$ cat src/design/scla_pkg.sv
// Shared constants, codes and types of the serial command line assembler.
// Used by scla_line_ram, scla_take_seq and serial_command_line_assembler.
package scla_pkg;

   localparam int LINE_MAX  = 31;
   localparam int LEN_W     = 5;
   localparam int ADDR_W    = LEN_W + 1;
   localparam int RAM_DEPTH = 2 ** ADDR_W;
   localparam int CNT_W     = 16;
   localparam int LIMIT_W   = 6;

   localparam logic [7:0] LF_BYTE = 8'h0A;
   localparam logic [7:0] CR_BYTE = 8'h0D;
   localparam logic [LIMIT_W-1:0] LIMIT_RESET = 6'd32;
   localparam logic [LIMIT_W-1:0] LIMIT_TOP   = 6'd32;
   localparam logic [CNT_W-1:0]   CNT_SAT     = 16'hFFFF;

   typedef enum logic {
      OP_BYTE = 1'b0,
      OP_TAKE = 1'b1
   } opcode_type;

   typedef enum logic [1:0] {
      ST_NO_CMD    = 2'd0,
      ST_CHAR      = 2'd1,
      ST_EMPTY_CMD = 2'd2
   } status_type;

   typedef enum logic [2:0] {
      SQ_IDLE,
      SQ_PRIME,
      SQ_RUN,
      SQ_TAIL,
      SQ_NONE,
      SQ_EMPTY
   } seq_state_type;

   typedef struct packed {
      logic             valid;
      logic             has_cmd;
      logic             bank;
      logic [LEN_W-1:0] max_chars;
   } take_req_type;

   typedef struct packed {
      logic              en;
      logic [ADDR_W-1:0] addr;
   } rd_req_type;

endpackage

$ cat src/design/scla_line_ram.sv
// Two-bank character memory holding the line being assembled and the waiting command.
// Depends on scla_pkg; one write port, one read port with registered read data.
module scla_line_ram (
   input  logic                       clock,
   input  logic                       wr_en,
   input  logic [scla_pkg::ADDR_W-1:0] wr_addr,
   input  logic [7:0]                 wr_data,
   input  logic                       rd_en,
   input  logic [scla_pkg::ADDR_W-1:0] rd_addr,
   output logic [7:0]                 rd_data
);
   import scla_pkg::*;

   logic [7:0] mem [RAM_DEPTH];
   logic [7:0] rd_data_ff;

   always_ff @(posedge clock) begin
      if (wr_en) begin
         mem[wr_addr] <= wr_data;
      end
   end

   // The read data holds while no new read is issued.
   always_ff @(posedge clock) begin
      if (rd_en) begin
         rd_data_ff <= mem[rd_addr];
      end
   end

   assign rd_data = rd_data_ff;

endmodule

$ cat src/design/scla_take_seq.sv
// Take sequencer: reads the waiting command from memory and streams it out.
// Depends on scla_pkg; drives the memory read port and the result register.
module scla_take_seq (
   input  logic                        clock,
   input  logic                        reset,
   input  scla_pkg::take_req_type      take_req,
   output logic                        idle,
   output scla_pkg::rd_req_type        rd_req,
   input  logic [7:0]                  rd_data,
   input  logic [scla_pkg::CNT_W-1:0]  overflow_count,
   input  logic [scla_pkg::CNT_W-1:0]  busy_drop_count,
   output logic                        rsp_tvalid,
   input  logic                        rsp_tready,
   output logic [47:0]                 rsp_tdata,  // char_value, char_index,
                                                   // overflow_count, busy_drop_count
   output logic [1:0]                  rsp_tuser,  // status
   output logic                        rsp_tlast
);
   import scla_pkg::*;

   seq_state_type    state_ff, state_in;
   logic [7:0]       cur_ff, cur_in;
   logic [LEN_W-1:0] idx_ff, idx_in;
   logic [LEN_W-1:0] max_ff, max_in;
   logic             bank_ff, bank_in;

   logic             rsp_valid_ff;
   status_type       rsp_status_ff;
   logic [7:0]       rsp_char_ff;
   logic [LEN_W-1:0] rsp_idx_ff;
   logic             rsp_last_ff;
   logic [CNT_W-1:0] rsp_ovf_ff;
   logic [CNT_W-1:0] rsp_busy_ff;

   logic             slot_free;
   logic             emit;
   status_type       emit_status;
   logic [7:0]       emit_char;
   logic [LEN_W-1:0] emit_idx;
   logic             emit_last;
   logic             at_tail;
   logic [LEN_W-1:0] idx_next;

   assign slot_free = !rsp_valid_ff || rsp_tready;
   assign idle      = (state_ff == SQ_IDLE);
   assign idx_next  = idx_ff + LEN_W'(1);
   // The character after the one now in flight is the final one allowed.
   assign at_tail   = ({1'b0, idx_ff} + (LEN_W+1)'(2)) == {1'b0, max_ff};

   always_comb begin
      state_in = state_ff;
      unique case (state_ff)
         SQ_IDLE: begin
            if (take_req.valid) begin
               priority if (!take_req.has_cmd)             state_in = SQ_NONE;
               else if (take_req.max_chars == '0)          state_in = SQ_EMPTY;
               else                                        state_in = SQ_PRIME;
            end
         end
         SQ_PRIME: begin
            priority if (rd_data == 8'd0)                  state_in = SQ_EMPTY;
            else if (max_ff == LEN_W'(1))                  state_in = SQ_TAIL;
            else                                           state_in = SQ_RUN;
         end
         SQ_RUN: begin
            if (slot_free) begin
               priority if (rd_data == 8'd0)               state_in = SQ_IDLE;
               else if (at_tail)                           state_in = SQ_TAIL;
               else                                        state_in = SQ_RUN;
            end
         end
         SQ_TAIL, SQ_NONE, SQ_EMPTY: begin
            if (slot_free) begin
               state_in = SQ_IDLE;
            end
         end
         default: state_in = SQ_IDLE;
      endcase
   end

   always_comb begin
      rd_req      = '0;
      emit        = 1'b0;
      emit_status = ST_CHAR;
      emit_char   = 8'd0;
      emit_idx    = '0;
      emit_last   = 1'b0;
      cur_in      = cur_ff;
      idx_in      = idx_ff;
      max_in      = max_ff;
      bank_in     = bank_ff;
      unique case (state_ff)
         SQ_IDLE: begin
            max_in  = take_req.max_chars;
            bank_in = take_req.bank;
            if (take_req.valid && take_req.has_cmd && take_req.max_chars != '0) begin
               rd_req.en   = 1'b1;
               rd_req.addr = {take_req.bank, {LEN_W{1'b0}}};
            end
         end
         SQ_PRIME: begin
            cur_in = rd_data;
            idx_in = '0;
            if (rd_data != 8'd0 && max_ff != LEN_W'(1)) begin
               rd_req.en   = 1'b1;
               rd_req.addr = {bank_ff, LEN_W'(1)};
            end
         end
         SQ_RUN: begin
            if (slot_free) begin
               emit      = 1'b1;
               emit_char = cur_ff;
               emit_idx  = idx_ff;
               emit_last = (rd_data == 8'd0);
               if (rd_data != 8'd0) begin
                  cur_in = rd_data;
                  idx_in = idx_next;
                  if (!at_tail) begin
                     rd_req.en   = 1'b1;
                     rd_req.addr = {bank_ff, idx_ff + LEN_W'(2)};
                  end
               end
            end
         end
         SQ_TAIL: begin
            emit      = slot_free;
            emit_char = cur_ff;
            emit_idx  = idx_ff;
            emit_last = 1'b1;
         end
         SQ_NONE: begin
            emit        = slot_free;
            emit_status = ST_NO_CMD;
            emit_last   = 1'b1;
         end
         SQ_EMPTY: begin
            emit        = slot_free;
            emit_status = ST_EMPTY_CMD;
            emit_last   = 1'b1;
         end
         default: ;
      endcase
   end

   always_ff @(posedge clock) begin
      if (reset) begin
         state_ff     <= SQ_IDLE;
         rsp_valid_ff <= 1'b0;
      end else begin
         state_ff <= state_in;
         if (emit) begin
            rsp_valid_ff <= 1'b1;
         end else if (rsp_tready) begin
            rsp_valid_ff <= 1'b0;
         end
      end
   end

   always_ff @(posedge clock) begin
      cur_ff  <= cur_in;
      idx_ff  <= idx_in;
      max_ff  <= max_in;
      bank_ff <= bank_in;
      if (emit) begin
         rsp_status_ff <= emit_status;
         rsp_char_ff   <= emit_char;
         rsp_idx_ff    <= emit_idx;
         rsp_last_ff   <= emit_last;
         rsp_ovf_ff    <= overflow_count;
         rsp_busy_ff   <= busy_drop_count;
      end
   end

   assign rsp_tvalid = rsp_valid_ff;
   assign rsp_tdata  = {3'b000, rsp_busy_ff, rsp_ovf_ff, rsp_idx_ff, rsp_char_ff};
   assign rsp_tuser  = rsp_status_ff;
   assign rsp_tlast  = rsp_last_ff;

   a_start_when_idle: assert property (@(posedge clock) disable iff (reset)
      take_req.valid |-> state_ff == SQ_IDLE)
      else $error("take started while a take is in progress");

   a_run_in_bounds: assert property (@(posedge clock) disable iff (reset)
      state_ff == SQ_RUN |-> ({1'b0, idx_ff} + (LEN_W+1)'(1)) < {1'b0, max_ff})
      else $error("lookahead read beyond the allowed character count");

   a_last_ends_take: assert property (@(posedge clock) disable iff (reset)
      emit && emit_last |=> state_ff == SQ_IDLE)
      else $error("sequencer kept running after the final result");

endmodule

$ cat src/design/serial_command_line_assembler.sv
// Top level of the serial command line assembler: byte handling, counters, take limit.
// Depends on scla_pkg, scla_line_ram and scla_take_seq.
//
//   channel | direction | handshake                | payload
//   req     | in        | req_tvalid / req_tready  | tdata byte_value, tuser opcode
//   rsp     | out       | rsp_tvalid / rsp_tready  | tdata char, index, counters;
//           |           |                          | tuser status, tlast last
//   csr     | in        | csr_valid / csr_ready    | csr_data take_limit
//
// A take request of n characters occupies the block: one memory read fetches the first
// character, then one character a cycle while the result is not stalled, with the next
// one read ahead to find the end at a zero byte.
// Reset is synchronous and active high; the character memory needs no clearing.
// Input is not taken while a take is in progress; a stalled result holds the sequencer.
module serial_command_line_assembler (
   input  logic        clock,
   input  logic        reset,
   input  logic        req_tvalid,
   output logic        req_tready,
   input  logic [7:0]  req_tdata,   // byte_value
   input  logic [0:0]  req_tuser,   // opcode
   output logic        rsp_tvalid,
   input  logic        rsp_tready,
   output logic [47:0] rsp_tdata,   // char_value[7:0], char_index[12:8],
                                    // overflow_count[28:13], busy_drop_count[44:29]
   output logic [1:0]  rsp_tuser,   // status
   output logic        rsp_tlast,   // last
   input  logic        csr_valid,
   output logic        csr_ready,
   input  logic [5:0]  csr_data     // take_limit
);
   import scla_pkg::*;

   logic [LIMIT_W-1:0] limit_ff;
   logic [LEN_W-1:0]   line_len_ff;
   logic               discard_ff;
   logic               line_bank_ff;
   logic [LEN_W-1:0]   cmd_len_ff;
   logic               cmd_ready_ff;
   logic [CNT_W-1:0]   ovf_ff;
   logic [CNT_W-1:0]   busy_ff;

   logic               seq_idle;
   logic               accept;
   logic               is_byte;
   logic               is_take;
   logic [7:0]         rx_byte;
   logic               wr_en;
   logic [ADDR_W-1:0]  wr_addr;
   logic [LIMIT_W-1:0] lim;
   logic [LEN_W-1:0]   lim_chars;
   take_req_type       take_req;
   rd_req_type         rd_req;
   logic [7:0]         rd_data;

   assign csr_ready  = 1'b1;
   assign req_tready = seq_idle;
   assign accept     = req_tvalid && req_tready;
   assign rx_byte    = req_tdata;
   assign is_byte    = accept && (opcode_type'(req_tuser[0]) == OP_BYTE);
   assign is_take    = accept && (opcode_type'(req_tuser[0]) == OP_TAKE);

   assign wr_en   = is_byte && rx_byte != LF_BYTE && rx_byte != CR_BYTE && !discard_ff
                    && (line_len_ff < LEN_W'(LINE_MAX));
   assign wr_addr = {line_bank_ff, line_len_ff};

   always_comb begin
      priority if (limit_ff == '0)       lim = LIMIT_W'(1);
      else if (limit_ff > LIMIT_TOP)     lim = LIMIT_TOP;
      else                               lim = limit_ff;
   end
   assign lim_chars = LEN_W'(lim - LIMIT_W'(1));

   // The command lives in the bank the line is not using.
   always_comb begin
      take_req.valid     = is_take;
      take_req.has_cmd   = cmd_ready_ff;
      take_req.bank      = ~line_bank_ff;
      take_req.max_chars = (lim_chars < cmd_len_ff) ? lim_chars : cmd_len_ff;
   end

   always_ff @(posedge clock) begin
      if (reset) begin
         limit_ff     <= LIMIT_RESET;
         line_len_ff  <= '0;
         discard_ff   <= 1'b0;
         line_bank_ff <= 1'b0;
         cmd_len_ff   <= '0;
         cmd_ready_ff <= 1'b0;
         ovf_ff       <= '0;
         busy_ff      <= '0;
      end else begin
         if (csr_valid && csr_ready) begin
            limit_ff <= csr_data;
         end
         if (is_take && cmd_ready_ff) begin
            cmd_ready_ff <= 1'b0;
         end
         if (is_byte) begin
            if (rx_byte == LF_BYTE) begin
               if (!discard_ff) begin
                  if (cmd_ready_ff) begin
                     if (busy_ff != CNT_SAT) busy_ff <= busy_ff + CNT_W'(1);
                  end else begin
                     // Handing the line over swaps the banks instead of copying.
                     cmd_len_ff   <= line_len_ff;
                     cmd_ready_ff <= 1'b1;
                     line_bank_ff <= ~line_bank_ff;
                  end
               end
               line_len_ff <= '0;
               discard_ff  <= 1'b0;
            end else if (rx_byte != CR_BYTE && !discard_ff) begin
               if (line_len_ff < LEN_W'(LINE_MAX)) begin
                  line_len_ff <= line_len_ff + LEN_W'(1);
               end else begin
                  if (ovf_ff != CNT_SAT) ovf_ff <= ovf_ff + CNT_W'(1);
                  discard_ff <= 1'b1;
               end
            end
         end
      end
   end

   scla_line_ram u_ram (
      .clock   (clock),
      .wr_en   (wr_en),
      .wr_addr (wr_addr),
      .wr_data (rx_byte),
      .rd_en   (rd_req.en),
      .rd_addr (rd_req.addr),
      .rd_data (rd_data)
   );

   scla_take_seq u_seq (
      .clock           (clock),
      .reset           (reset),
      .take_req        (take_req),
      .idle            (seq_idle),
      .rd_req          (rd_req),
      .rd_data         (rd_data),
      .overflow_count  (ovf_ff),
      .busy_drop_count (busy_ff),
      .rsp_tvalid      (rsp_tvalid),
      .rsp_tready      (rsp_tready),
      .rsp_tdata       (rsp_tdata),
      .rsp_tuser       (rsp_tuser),
      .rsp_tlast       (rsp_tlast)
   );

   // Writes come only from accepted bytes and reads only during a take.
   a_no_rw_overlap: assert property (@(posedge clock) disable iff (reset)
      !(wr_en && rd_req.en))
      else $error("memory written and read in the same cycle");

   a_len_bound: assert property (@(posedge clock) disable iff (reset)
      line_len_ff <= LEN_W'(LINE_MAX) && cmd_len_ff <= LEN_W'(LINE_MAX))
      else $error("stored length beyond the line capacity");

   a_ovf_monotonic: assert property (@(posedge clock) disable iff (reset)
      !$past(reset) |-> ovf_ff >= $past(ovf_ff) && busy_ff >= $past(busy_ff))
      else $error("saturating counter went down");

endmodule
$ cat config.mk
export PLATFORM = sky130hd
export DESIGN_NAME = serial_command_line_assembler
export DESIGN_NICKNAME = d
export VERILOG_FILES = /design/src/design/scla_pkg.sv /design/src/design/scla_line_ram.sv /design/src/design/scla_take_seq.sv /design/src/design/serial_command_line_assembler.sv
export SDC_FILE = /design/constraint.sdc
export NUM_CORES = 1
export LEC_CHECK = 0
export ABC_CLOCK_PERIOD_IN_PS = 8029
export BUFFER_PORTS_ARGS = -buffer_cell sky130_fd_sc_hd__buf_2
export CORE_UTILIZATION = 65
export CTS_BUF_LIST = sky130_fd_sc_hd__clkbuf_2 sky130_fd_sc_hd__clkbuf_4 sky130_fd_sc_hd__clkbuf_8
export DETAILED_ROUTE_END_ITERATION = 8
export PLACE_DENSITY = 0.81
export SLEW_MARGIN = 25
export SYNTH_ARGS = -nofsm -noshare
export SYNTH_HDL_FRONTEND = slang
export SYNTH_SLANG_ARGS = --single-unit
$ cat constraint.sdc
create_clock -name clock -period 8.03 [get_ports clock]
set_clock_uncertainty 0.2 [all_clocks]
set_input_delay 1.606 -clock clock [delete_from_list [all_inputs] [get_ports clock]]
set_output_delay 1.606 -clock clock [all_outputs]
set_load 0.005 [all_outputs]
======== Yosys cells after proc, flatten, opt, wreduce, memory -nomap -nowiden ========
Memories as Yosys holds them, arrays and structs flattened. A register that Yosys moved wholly into a read port is not among the register bits.
Index checks and enable logic that the tools add are counted.
storage, ports and cells
  memories ................................ 1
  input bits .............................. 20
  bits in writable memories ............... 512
  register bits ........................... 122
operators by class
  order comparisons ....................... 3
  eq/ne operators ......................... 18
  bitwise logic cells ..................... 6
  reduce and logical (&&, ||, !) cells .... 32
  multiplexer cells ....................... 49
  $add $sub $neg .......................... 7
memory list
  name       words  width  read ports  clocked after Yosys merged registers in  write ports  line                 source
  u_ram.mem  64     8      1           1                                        1            scla_line_ram.sv:14  logic [7:0] mem [RAM_DEPTH];
operators with widths
  operator                                                                 count
  5-bit two-way mux                                                        9
  7-bit two-way mux                                                        5
  16-bit by 1-bit adder with 16-bit output, second input constant          2
  16-bit inequality test, second input constant                            2
  8-bit one-hot mux with 2 select lines                                    2
  8-bit two-way mux                                                        3
  3-bit two-way mux                                                        7
  7-bit one-hot mux with 3 select lines                                    1
  5-bit one-hot mux with 2 select lines                                    2
  1-bit two-way mux                                                        16
  8-bit by 4-bit inequality test with 1-bit output, second input constant  2
  3-bit one-hot mux with 4 select lines                                    1
  3-bit AND reduction                                                      4
  1-bit logical AND                                                        11
  5-bit by 1-bit adder with 5-bit output, second input constant            2
  2-bit by 1-bit inequality test with 1-bit output, second input constant  5
  5-bit AND reduction                                                      2
  8-bit by 4-bit == test with 1-bit output, second input constant          1
  8-bit zero test                                                          1
  2-bit nonzero test                                                       4
  8-bit nonzero test                                                       1
  5-bit by 2-bit adder with 6-bit output, second input constant            1
  3-bit by 2-bit == test with 1-bit output, second input constant          2
  3-bit == test, second input constant                                     2
  20 further kinds                                                         27

======== Longest topological paths before layout ========
Gate-level depths: netlist (run 1).
  depth after elaboration ................. 11
  gate-level depth with buffers ........... 14
  gate-level depth less buffers ........... 13

======== Hierarchy ========
Synthesis (run 1) repeated with hierarchy kept, for this count alone.
second synthesis, totals
  cell total of the unflattened synthesis .. 1446
  area, all modules ....................... 25879.8 µm²
by module, submodules not included
  module                         area an instance (µm²)  cells each  instances
  scla_line_ram                  20246.9                 940         1
  scla_take_seq                  2837.7                  182         1
  serial_command_line_assembler  2795.2                  324         1

======== Worst setup path before layout (run 1) ========
Ideal clock, no wire load.
  kind .................................... input to register
  start ................................... input port rsp_tready
  end ..................................... register u_seq.rsp_busy_ff[0] (enable)
  setup time .............................. 454 ps
  required time ........................... 7376 ps
  cell stages on the path ................. 2
  arrival ................................. 3710 ps
  slack ................................... 3666 ps
  path buffers ............................ 0
  cells stage by stage .................... nor2b_1 -> nor2_1
between the ends
  word-level cells in the longest chain between the ends .. 3
RTL lines
  what                                     line                                 source
  start, declared                          serial_command_line_assembler.sv:23  input logic rsp_tready,
  1-bit logical OR *                       scla_take_seq.sv:44                  assign slot_free = !rsp_valid_ff || rsp_tready;
  1-bit two-way mux                        scla_take_seq.sv:110                 if (slot_free) begin
  1-bit one-hot mux with 2 select lines *  scla_take_seq.sv:92                  unique case (state_ff)
  net u_seq.emit                           scla_take_seq.sv:36                  logic emit;
  end signal, assigned                     scla_take_seq.sv:170                 rsp_busy_ff <= busy_drop_count;
  end, declared                            scla_take_seq.sv:33                  logic [CNT_W-1:0] rsp_busy_ff;
Mark *: on every way through the listed nets, which the timed path passes. The rest lies on a longest branch.
A chain may end at the register's enable or synchronous reset.

======== Worst setup path after layout (run 1) ========
  start ................................... register limit_ff[2]
  end ..................................... register u_ram.rd_data_ff[7] (netlist: u_ram.rd_data[7]) (read register of u_ram.mem) (data pin)
between the ends
  word-level cells in the longest chain between the ends .. 10
  elaborated cells on any way between the ends .. 11
  classes of those cells .................. add/sub: 1; order compare: 2; mux: 5; reduce/logical: 3
RTL lines
  what                                           line                                 source
  start, declared                                serial_command_line_assembler.sv:34  logic [LIMIT_W-1:0] limit_ff;
  start signal, assigned                         serial_command_line_assembler.sv:94  limit_ff <= csr_data;
  6-bit > comparator                             serial_command_line_assembler.sv:69  else if (limit_ff > LIMIT_TOP) lim = LIMIT_TOP;
  5-bit two-way mux                              serial_command_line_assembler.sv:69
  5-bit two-way mux *                            serial_command_line_assembler.sv:68  priority if (limit_ff == '0) lim = LIMIT_W'(1);
  5-bit by 1-bit subtractor with 5-bit output *  serial_command_line_assembler.sv:72  assign lim_chars = LEN_W'(lim - LIMIT_W'(1));
  5-bit less-than comparator                     serial_command_line_assembler.sv:79  take_req.max_chars = (lim_chars < cmd_len_ff) ? lim_chars : cmd_len_ff;
  5-bit two-way mux *                            serial_command_line_assembler.sv:79
  5-bit nonzero test *                           scla_take_seq.sv:96                  if (take_req.valid && take_req.has_cmd && take_req.max_chars != '0) begin
  1-bit logical AND *                            scla_take_seq.sv:96
  7-bit two-way mux *                            scla_take_seq.sv:96
  7-bit one-hot mux with 3 select lines *        scla_take_seq.sv:92
  end, declared                                  scla_line_ram.sv:15                  logic [7:0] rd_data_ff;
Mark *: on every way between the ends. The rest lies on a longest branch, timed or not.

==> impl_metrics.py, run 1 <==
metrics = {
    "status": {
        "status": "completed",
    },
    "setup_path": {
        "arrival_ps": 5500,
        "r2r-start": "limit_ff[2]$_SDFFE_PP0P_",
        "worst_setup_path_end_kind": "flip-flop",
        "crit-reg2reg-capture": "u_ram.rd_data[7]$_DFFE_PP_",
        "path_class": "reg -> reg",
        "crit_path_start_kind": "flip-flop",
        "cpMaxStageDelayCell": "a21oi_1",
        "critPathMaxStageDelay_ps": 840,
        "crit_chain": "nor4_1 > o21ai_0 > ha_1 > nor3b_1 > o21ai_0 > ha_1 > and4_1 > a221oi_1 > clkbuf_2 > or3_1 > nand4_1 > a21oi_1 > o41ai_1 > o2111ai_1",
        "cp.depth": 14,
        "critPathBufInv": 1,
        "crit_start": "limit_ff[2]$_SDFFE_PP0P_",
        "crit_fanout": 8,
        "ff2ff_path_depth": 14,
        "r2r_setup_slack_ps": 2830,
        "crit_end": "u_ram.rd_data[7]$_DFFE_PP_",
        "cp.required_ps": 8330,
        "critical-path-top-delay-family": "compound AO/OA/AOI/OAI gates",
    },
    "cts": {
        "cts_tree": "yes",
        "cts.reportedPaths.clkPinSlew_ps": 60,
        "insertion_delay_ps": 670,
        "cts.sinks": 642,
        "post_cts_resized": 0,
        "h-tree-depth": 3,
        "clk_path_buf_depth": 3,
        "cts_setup_buffers": 0,
        "clockRootBuffer": "clkbuf_8",
        "cts_buffers": 96,
        "cts_hold_buf": 0,
    },
    "grt": {
        "grt_max_degree": 80,
        "antenna_found_initial": 0,
        "use_met1": 0.436,
        "grt_use_met3": 0.0702,
        "grtUsageTotal": 0.303,
        "grt.met2_usage": 0.444,
        "grt_busiest_layer": "met2",
        "grt_pass1_vias": 15100,
        "grt_pass1_wl_mm": 88.0,
        "overflow": 0,
    },
    "detailed_routing": {
        "wl_per_cell_um": 24.4,
        "drt-initial-drc-count": 2201,
        "dr.pass1.iters": 5,
        "num_vias": 15800,
        "ant_nets": 0,
        "wirelength_mm": 58.7,
        "drt_drc_violations_left": 0,
        "vias_per_cell": 6.57,
    },
    "sta": {
        "min_period_ps": 5200,
        "fin_tns_setup_ps": 0,
        "hold_violations": 0,
        "slew_violations": 0,
        "finalSetupViolations": 0,
        "rsz0062_at_grt": "no",
        "post-route-period-util": 0.647,
        "worst_pin_slew_ps": 1110,
        "slew_headroom": 0.256,
        "hold-worst-slack_ps": 276,
        "fmax_mhz": 192,
    },
    "power_and_ir_drop": {
        "p_leak_nw": 8.87,
        "powerDensity_nw_per_um2": 230,
        "ir_worst_vdd_v": 0.000225,
    },
    "layout": {
        "drive_above_1_share": 0.151,
        "fillers": 2302,
        "layout.nets": 1860,
        "antenna_cells": 0,
        "area_growth_pct": 10.0,
    },
    "logic_synthesis": {
        "synth_compound_area_frac": 0.102,
        "yosys_warnings": 0,
        "synth_top_family_by_area": "simple AND/OR/NAND/NOR gates",
        "async_reset_ff_frac": 0,
        "yosys.area.top_type": "edfxtp_1",
        "yosys.area_share.simple": 0.103,
        "netlist.area_leader.share": 0.698,
        "synthTopCellsByArea": "edfxtp_1 70%, dfxtp_1 4.4%, a22oi_1 3.4%, nand3_1 3.1%, nand2_1 2.4%",
        "synth_edf_count": 587,
        "synthCells": 1731,
        "muxShareOfSynthArea": 0.00560,
        "synthXorXnorAreaFrac": 0.0164,
        "synth_flop_cell": "edfxtp_1",
        "synth_adder_area_share": 0.00495,
        "synth_seq_cells": 642,
        "synth_area_um2": 25300,
        "yosysSeqAreaShare": 0.741,
        "yosysUniqueCellTypes": 69,
        "syn_area_per_cell_um2": 14.6,
    },
    "floorplanning": {
        "fp.coreArea_um2": 37900,
        "rows": 71,
        "die_y_um": 199,
        "ios": 74,
        "die_w_um": 199,
        "start_util": 0.666,
        "die_area_um2": 39700,
    },
    "place": {
        "finalWeightedCongestion": 0.889,
        "io_buffers": 69,
        "dp_hpwl_mm": 34.6,
    },
    "worst_hold_path": {
        "hp-class": "reg -> reg",
    },
    "flow_run": {
        "cap_violations": 0,
    },
}
## per-stage QoR
stage	instance area (µm²)	std cells	worst slack, ps	power (W)	util
5_1_grt	27800	2412	2550	0.00656	0.732
3_3_place_gp	25900	2242	2740	0.00389	0.684
4_1_cts	27800	2411	2820	0.00640	0.732
6_report	27800	2412	2830	0.00639	0.732
3_5_place_dp	25900	2242	2650	0.00390	0.684
2_1_floorplan	25300	1749	3670	0.00381	-
## flip-flops by register name, indices dropped and copies added, names as in the netlist, 2 cells and up
| signal | cells |
|---|---|
| cmd_len_ff | 5 |
| busy_ff | 16 |
| u_seq.cur_ff | 8 |
| u_seq.rsp_idx_ff | 5 |
| u_seq.rsp_char_ff | 8 |
| u_seq.state_ff | 3 |
| u_ram.mem | 512 |
| u_seq.rsp_busy_ff | 16 |
| ovf_ff | 16 |
| u_ram.rd_data | 8 |
| u_seq.rsp_tuser | 2 |
| limit_ff | 6 |
| u_seq.idx_ff | 5 |
| u_seq.max_ff | 5 |
| line_len_ff | 5 |
| u_seq.rsp_ovf_ff | 16 |
## worst min path at each step
stage                                    start                        endpoint  slack [ps]  depth (start not counted)
floorplan           u_ram.rd_data[1]$_DFFE_PP_       u_seq.cur_ff[1]$_DFFE_PP_         230                          0
global placement       ovf_ff[15]$_SDFFE_PP0P_  u_seq.rsp_ovf_ff[15]$_DFFE_PP_         250                          0
detailed placement     ovf_ff[15]$_SDFFE_PP0P_  u_seq.rsp_ovf_ff[15]$_DFFE_PP_         250                          0
CTS                     ovf_ff[9]$_SDFFE_PP0P_   u_seq.rsp_ovf_ff[9]$_DFFE_PP_         270                          0
global route            ovf_ff[9]$_SDFFE_PP0P_   u_seq.rsp_ovf_ff[9]$_DFFE_PP_         300                          0
finish                 ovf_ff[15]$_SDFFE_PP0P_  u_seq.rsp_ovf_ff[15]$_DFFE_PP_         280                          0
## synthesized netlist by cell type, drive strengths merged, types with 3 or more instances
| cell | instances |
|---|---|
| a31oi | 99 |
| nand3b | 7 |
| o41ai | 16 |
| xnor2 | 12 |
| o2111ai | 8 |
| nand2 | 164 |
| o21ai | 14 |
| clkbuf | 44 |
| o211ai | 4 |
| or3 | 4 |
| nor3b | 6 |
| inv | 12 |
| a22oi | 129 |
| a21oi | 11 |
| buf | 65 |
| nor4 | 11 |
| and4 | 4 |
| ha | 10 |
| nand3 | 155 |
| nor2b | 5 |
| or4 | 3 |
| xor2 | 32 |
| a41o | 9 |
| edfxtp | 587 |
| nand2b | 7 |
| dfxtp | 55 |
| nor2 | 139 |
| o21a | 3 |
| and2 | 19 |
| and3 | 15 |
| mux2i | 13 |
| nand4 | 8 |
| nor3 | 6 |
| a31o | 33 |
## cells in the final DEF (no fill, tap or decap), drive strengths merged, types with 8 or more instances in the layout
| master | synthesis | routed |
|---|---|---|
| a41o | 9 | 9 |
| buf | 65 | 91 |
| and3 | 15 | 15 |
| inv | 12 | 16 |
| clkinv | 0 | 23 |
| xnor2 | 12 | 12 |
| nand2 | 164 | 164 |
| a22oi | 129 | 129 |
| conb | 2 | 20 |
| ha | 10 | 10 |
| o2111ai | 8 | 8 |
| o21ai | 14 | 14 |
| and2 | 19 | 19 |
| clkbuf | 44 | 141 |
| a31o | 33 | 33 |
| nor4 | 11 | 11 |
| edfxtp | 587 | 587 |
| a21oi | 11 | 11 |
| nand4 | 8 | 8 |
| o41ai | 16 | 16 |
| nand3 | 155 | 155 |
| nor2 | 139 | 139 |
| mux2i | 13 | 13 |
| dfxtp | 55 | 55 |
| a31oi | 99 | 99 |
| xor2 | 32 | 32 |
## layer usage
metal,routed length [µm],share of wire,up-vias
met4,2220,0.038,0
li1,-,-,6909
met3,7380,0.13,149
met5,0,0,-
met2,26500,0.45,1137
met1,22600,0.38,7640
## power breakdown
group | internal, W | switching (W) | total (W)
clock network | 0.00136 | 0.00120 | 0.00256
logic | 0.0000377 | 0.000105 | 0.000143
registers | 0.00367 | 0.0000133 | 0.00369
total | 0.00508 | 0.00131 | 0.00639
## final cells by class
class,count,area (µm²),share of cell area
clock buffer,140,1670,0.0601
sequential,642,18700,0.674
inverter,12,45.0,0.00162
multi-input combinational,986,6000,0.216
timing repair buffer,92,528,0.0190
tap,511,639,0.0230
clock inverter,29,170,0.00612
## logic make-up (layout without fill, tap and decap cells)
| kind of cell | Yosys count | count (layout) |
|---|---|---|
| and+or+nand+nor | 557 | 557 |
| xor gates and xnor gates | 45 | 45 |
| DFF | 642 | 642 |
| buffers and inverters | 121 | 273 |
| AOI/OAI and AO/OA | 340 | 340 |
| muxes | 14 | 14 |
| adders and majority gates | 10 | 10 |
| other | 2 | 20 |
Note: power is estimated with default switching activity, not from simulation.
==> inputs of run 2 (changes only) <==
ABC_AREA = 1   (was unset)
ABC_CLOCK_PERIOD_IN_PS = 4300   (was 8029)
CORE_UTILIZATION = 59   (was 65)
PLACE_DENSITY = 0.77   (was 0.81)
clock period = 4.3 ns   (was 8.03 ns; I/O delays follow)
==> impl_metrics.py, run 2 <==
metrics = {
    "setup_path": {
        "crit_path_start_kind": "flip-flop",
        "cp.required_ps": 4570,
        "crit_chain": "nor2_1 > nand4_1 > a21oi_2 > inv_1 > ha_1 > nand3_1 > xor2_1 > inv_1 > ha_1 > nand2_1 > nor2_1 > a211oi_1 > nand2_1 > o21ai_0 > nor2_1 > nand3_1 > nand3_1 > nand2_2 > inv_1 > nand3_1 > nand2_1",
        "path_class": "reg -> reg",
        "crit_fanout": 9,
        "cpMaxStageDelayCell": "dfxtp_1",
        "worst_setup_path_end_kind": "flip-flop",
        "arrival_ps": 4230,
        "ff2ff_path_depth": 21,
        "critPathMaxStageDelay_ps": 310,
        "crit_top_cell": "nand3_1",
    },
    "place": {
        "finalWeightedCongestion": 0.902,
        "dp_hpwl_mm": 40.5,
        "io_buffers": 69,
        "placed_cell_area_um2": 29500,
    },
    "cts": {
        "clockRootBuffer": "clkbuf_8",
        "insertion_delay_ps": 710,
        "cts_setup_buffers": 0,
        "post_cts_resized": 0,
        "cts_buffers": 100,
        "cts.reportedPaths.clkPinSlew_ps": 60,
        "h-tree-depth": 3,
        "cts_hold_buf": 0,
        "clk_path_buf_depth": 3,
        "cts_tree": "yes",
        "cts.sinks": 642,
    },
    "detailed_routing": {
        "vias_per_cell": 5.72,
        "wirelength_mm": 67.9,
        "num_vias": 20100,
        "drt_drc_violations_left": 0,
        "dr.pass1.iters": 6,
        "wl_per_cell_um": 19.3,
        "drt-initial-drc-count": 2463,
        "ant_nets": 0,
    },
    "floorplanning": {
        "die_w_um": 222,
        "fp.coreArea_um2": 47600,
        "rows": 80,
        "start_util": 0.597,
        "ios": 74,
        "die_area_um2": 49100,
        "die_y_um": 222,
    },
    "power_and_ir_drop": {
        "p_leak_nw": 12.4,
        "ir_worst_vdd_v": 0.000689,
        "powerDensity_nw_per_um2": 522,
    },
    "layout": {
        "drive_above_1_share": 0.107,
        "fin_util": 0.661,
        "most-common-layout-cells": "587 x edfxtp_1, 571 x nand3_1, 428 x inv_1",
        "layout.nets": 2850,
        "fillers": 3547,
        "fin_area_um2": 31500,
        "area_growth_pct": 10.6,
        "layout_commonest_cell": "edfxtp_1",
        "largest_reg_flops": 512,
        "largest_register": "u_ram.mem",
    },
    "status": {
        "status": "completed",
    },
    "sta": {
        "slew_violations": 0,
        "post-route-period-util": 0.922,
        "slew_headroom": 0.365,
        "rsz0062_at_grt": "no",
        "worst_pin_slew_ps": 951,
        "min_period_ps": 3960,
        "fmax_mhz": 252,
        "fin_tns_setup_ps": 0,
        "hold_violations": 0,
        "hold-worst-slack_ps": 176,
        "finalSetupViolations": 0,
    },
    "logic_synthesis": {
        "synthTopCellsByCount": "587 x edfxtp_1, 571 x nand3_1, 430 x inv_1, 428 x nand2_1, 177 x nand3b_1",
        "netlist.area_leader.share": 0.619,
        "yosys.area.top_type": "edfxtp_1",
        "synth_flop_cell": "edfxtp_1",
        "synthTopCellsByArea": "edfxtp_1 62%, nand3_1 10%, inv_1 5.7%, nand2_1 5.6%, nand3b_1 4.7%",
        "yosysSeqAreaShare": 0.658,
        "yosys_warnings": 0,
        "synth_area_um2": 28500,
        "synth.most_common_cell": "edfxtp_1",
        "syn_area_per_cell_um2": 10.5,
        "yosysUniqueCellTypes": 34,
        "async_reset_ff_frac": 0,
        "synthCells": 2714,
        "synth_seq_cells": 642,
        "synth_edf_count": 587,
    },
    "grt": {
        "grtUsageTotal": 0.278,
        "overflow": 0,
        "grt_pass1_wl_mm": 106,
        "antenna_found_initial": 1,
        "grt_max_degree": 171,
        "grt_pass1_vias": 19400,
    },
    "worst_hold_path": {
        "holdPathStages": 3,
        "hp-class": "in -> reg",
    },
    "flow_run": {
        "cap_violations": 0,
    },
}
-- run 2: cell families (layout without fill, tap and decap cells) --
logic type / after synthesis / in the layout / share of synthesized area
AO/OA/AOI/OAI: 106 / 106 / 0.0198
XOR/XNOR: 5 / 5 / 0.00154
adder cells (fa/ha/maj): 10 / 10 / 0.00440
buffers and inverters: 578 / 742 / 0.0822
flip-flops: 642 / 642 / 0.658
other: 2 / 21 / 0.000264
AND/OR/NAND/NOR: 1371 / 1371 / 0.234
-- run 2: report_power, final --
| group | switching [W] | internal (W) | total [W] |
|---|---|---|---|
| clock network | 0.00235 | 0.00269 | 0.00504 |
| registers | 0.000130 | 0.00728 | 0.00741 |
| logic | 0.00291 | 0.00106 | 0.00397 |
| total | 0.00539 | 0.0110 | 0.0164 |
-- run 2: cell type report --
class	count	area, µm²	share of cell area
Antenna cell	1	2.50	0.0000795
Clock buffer	140	1710	0.0545
Clock inverter	38	249	0.00791
Inverter	436	1640	0.0520
Multi-Input combinational cell	1512	7510	0.239
Sequential cell	642	18700	0.595
Tap cell	615	769	0.0244
Timing Repair Buffer	128	863	0.0274
-- run 2: through the flow --
step,worst slack [ps],total power [W],instances
3_3_place_gp,387,0.0113,3333
6_report,336,0.0164,3512
4_1_cts,205,0.0164,3511
5_1_grt,29.6,0.0171,3511
3_5_place_dp,209,0.0114,3333
2_1_floorplan,797,0.0101,2732
-- run 2: worst max-delay path: cells and delay by family, from the launching register on --
kind            cells  cell delay, ps
buf+inv             3             340
simple gates       12            1340
compound gates      3             780
flops               1             310
fa+ha+maj           2             520
xor+xnor            1             230
-- run 2: final timing paths --
check	start	endpoint	slack, ps
min reg2reg	ovf_ff[2]$_SDFFE_PP0P_	u_seq.rsp_ovf_ff[2]$_DFFE_PP_	250
max	limit_ff[0]$_SDFFE_PP0P_	u_ram.rd_data[1]$_DFFE_PP_	340
max reg2reg	limit_ff[0]$_SDFFE_PP0P_	u_ram.rd_data[1]$_DFFE_PP_	340
min	csr_data[5]	limit_ff[5]$_SDFFE_PP1P_	180
-- run 2: per-layer routing --
layer  global-route usage  share of wire  vias to the layer above
met2                0.446           0.47                      979
met5                    0              0                        -
met1                0.375           0.40                     9559
met3               0.0508          0.095                      152
li1                     -              -                     9396
met4                0.121          0.033                        0
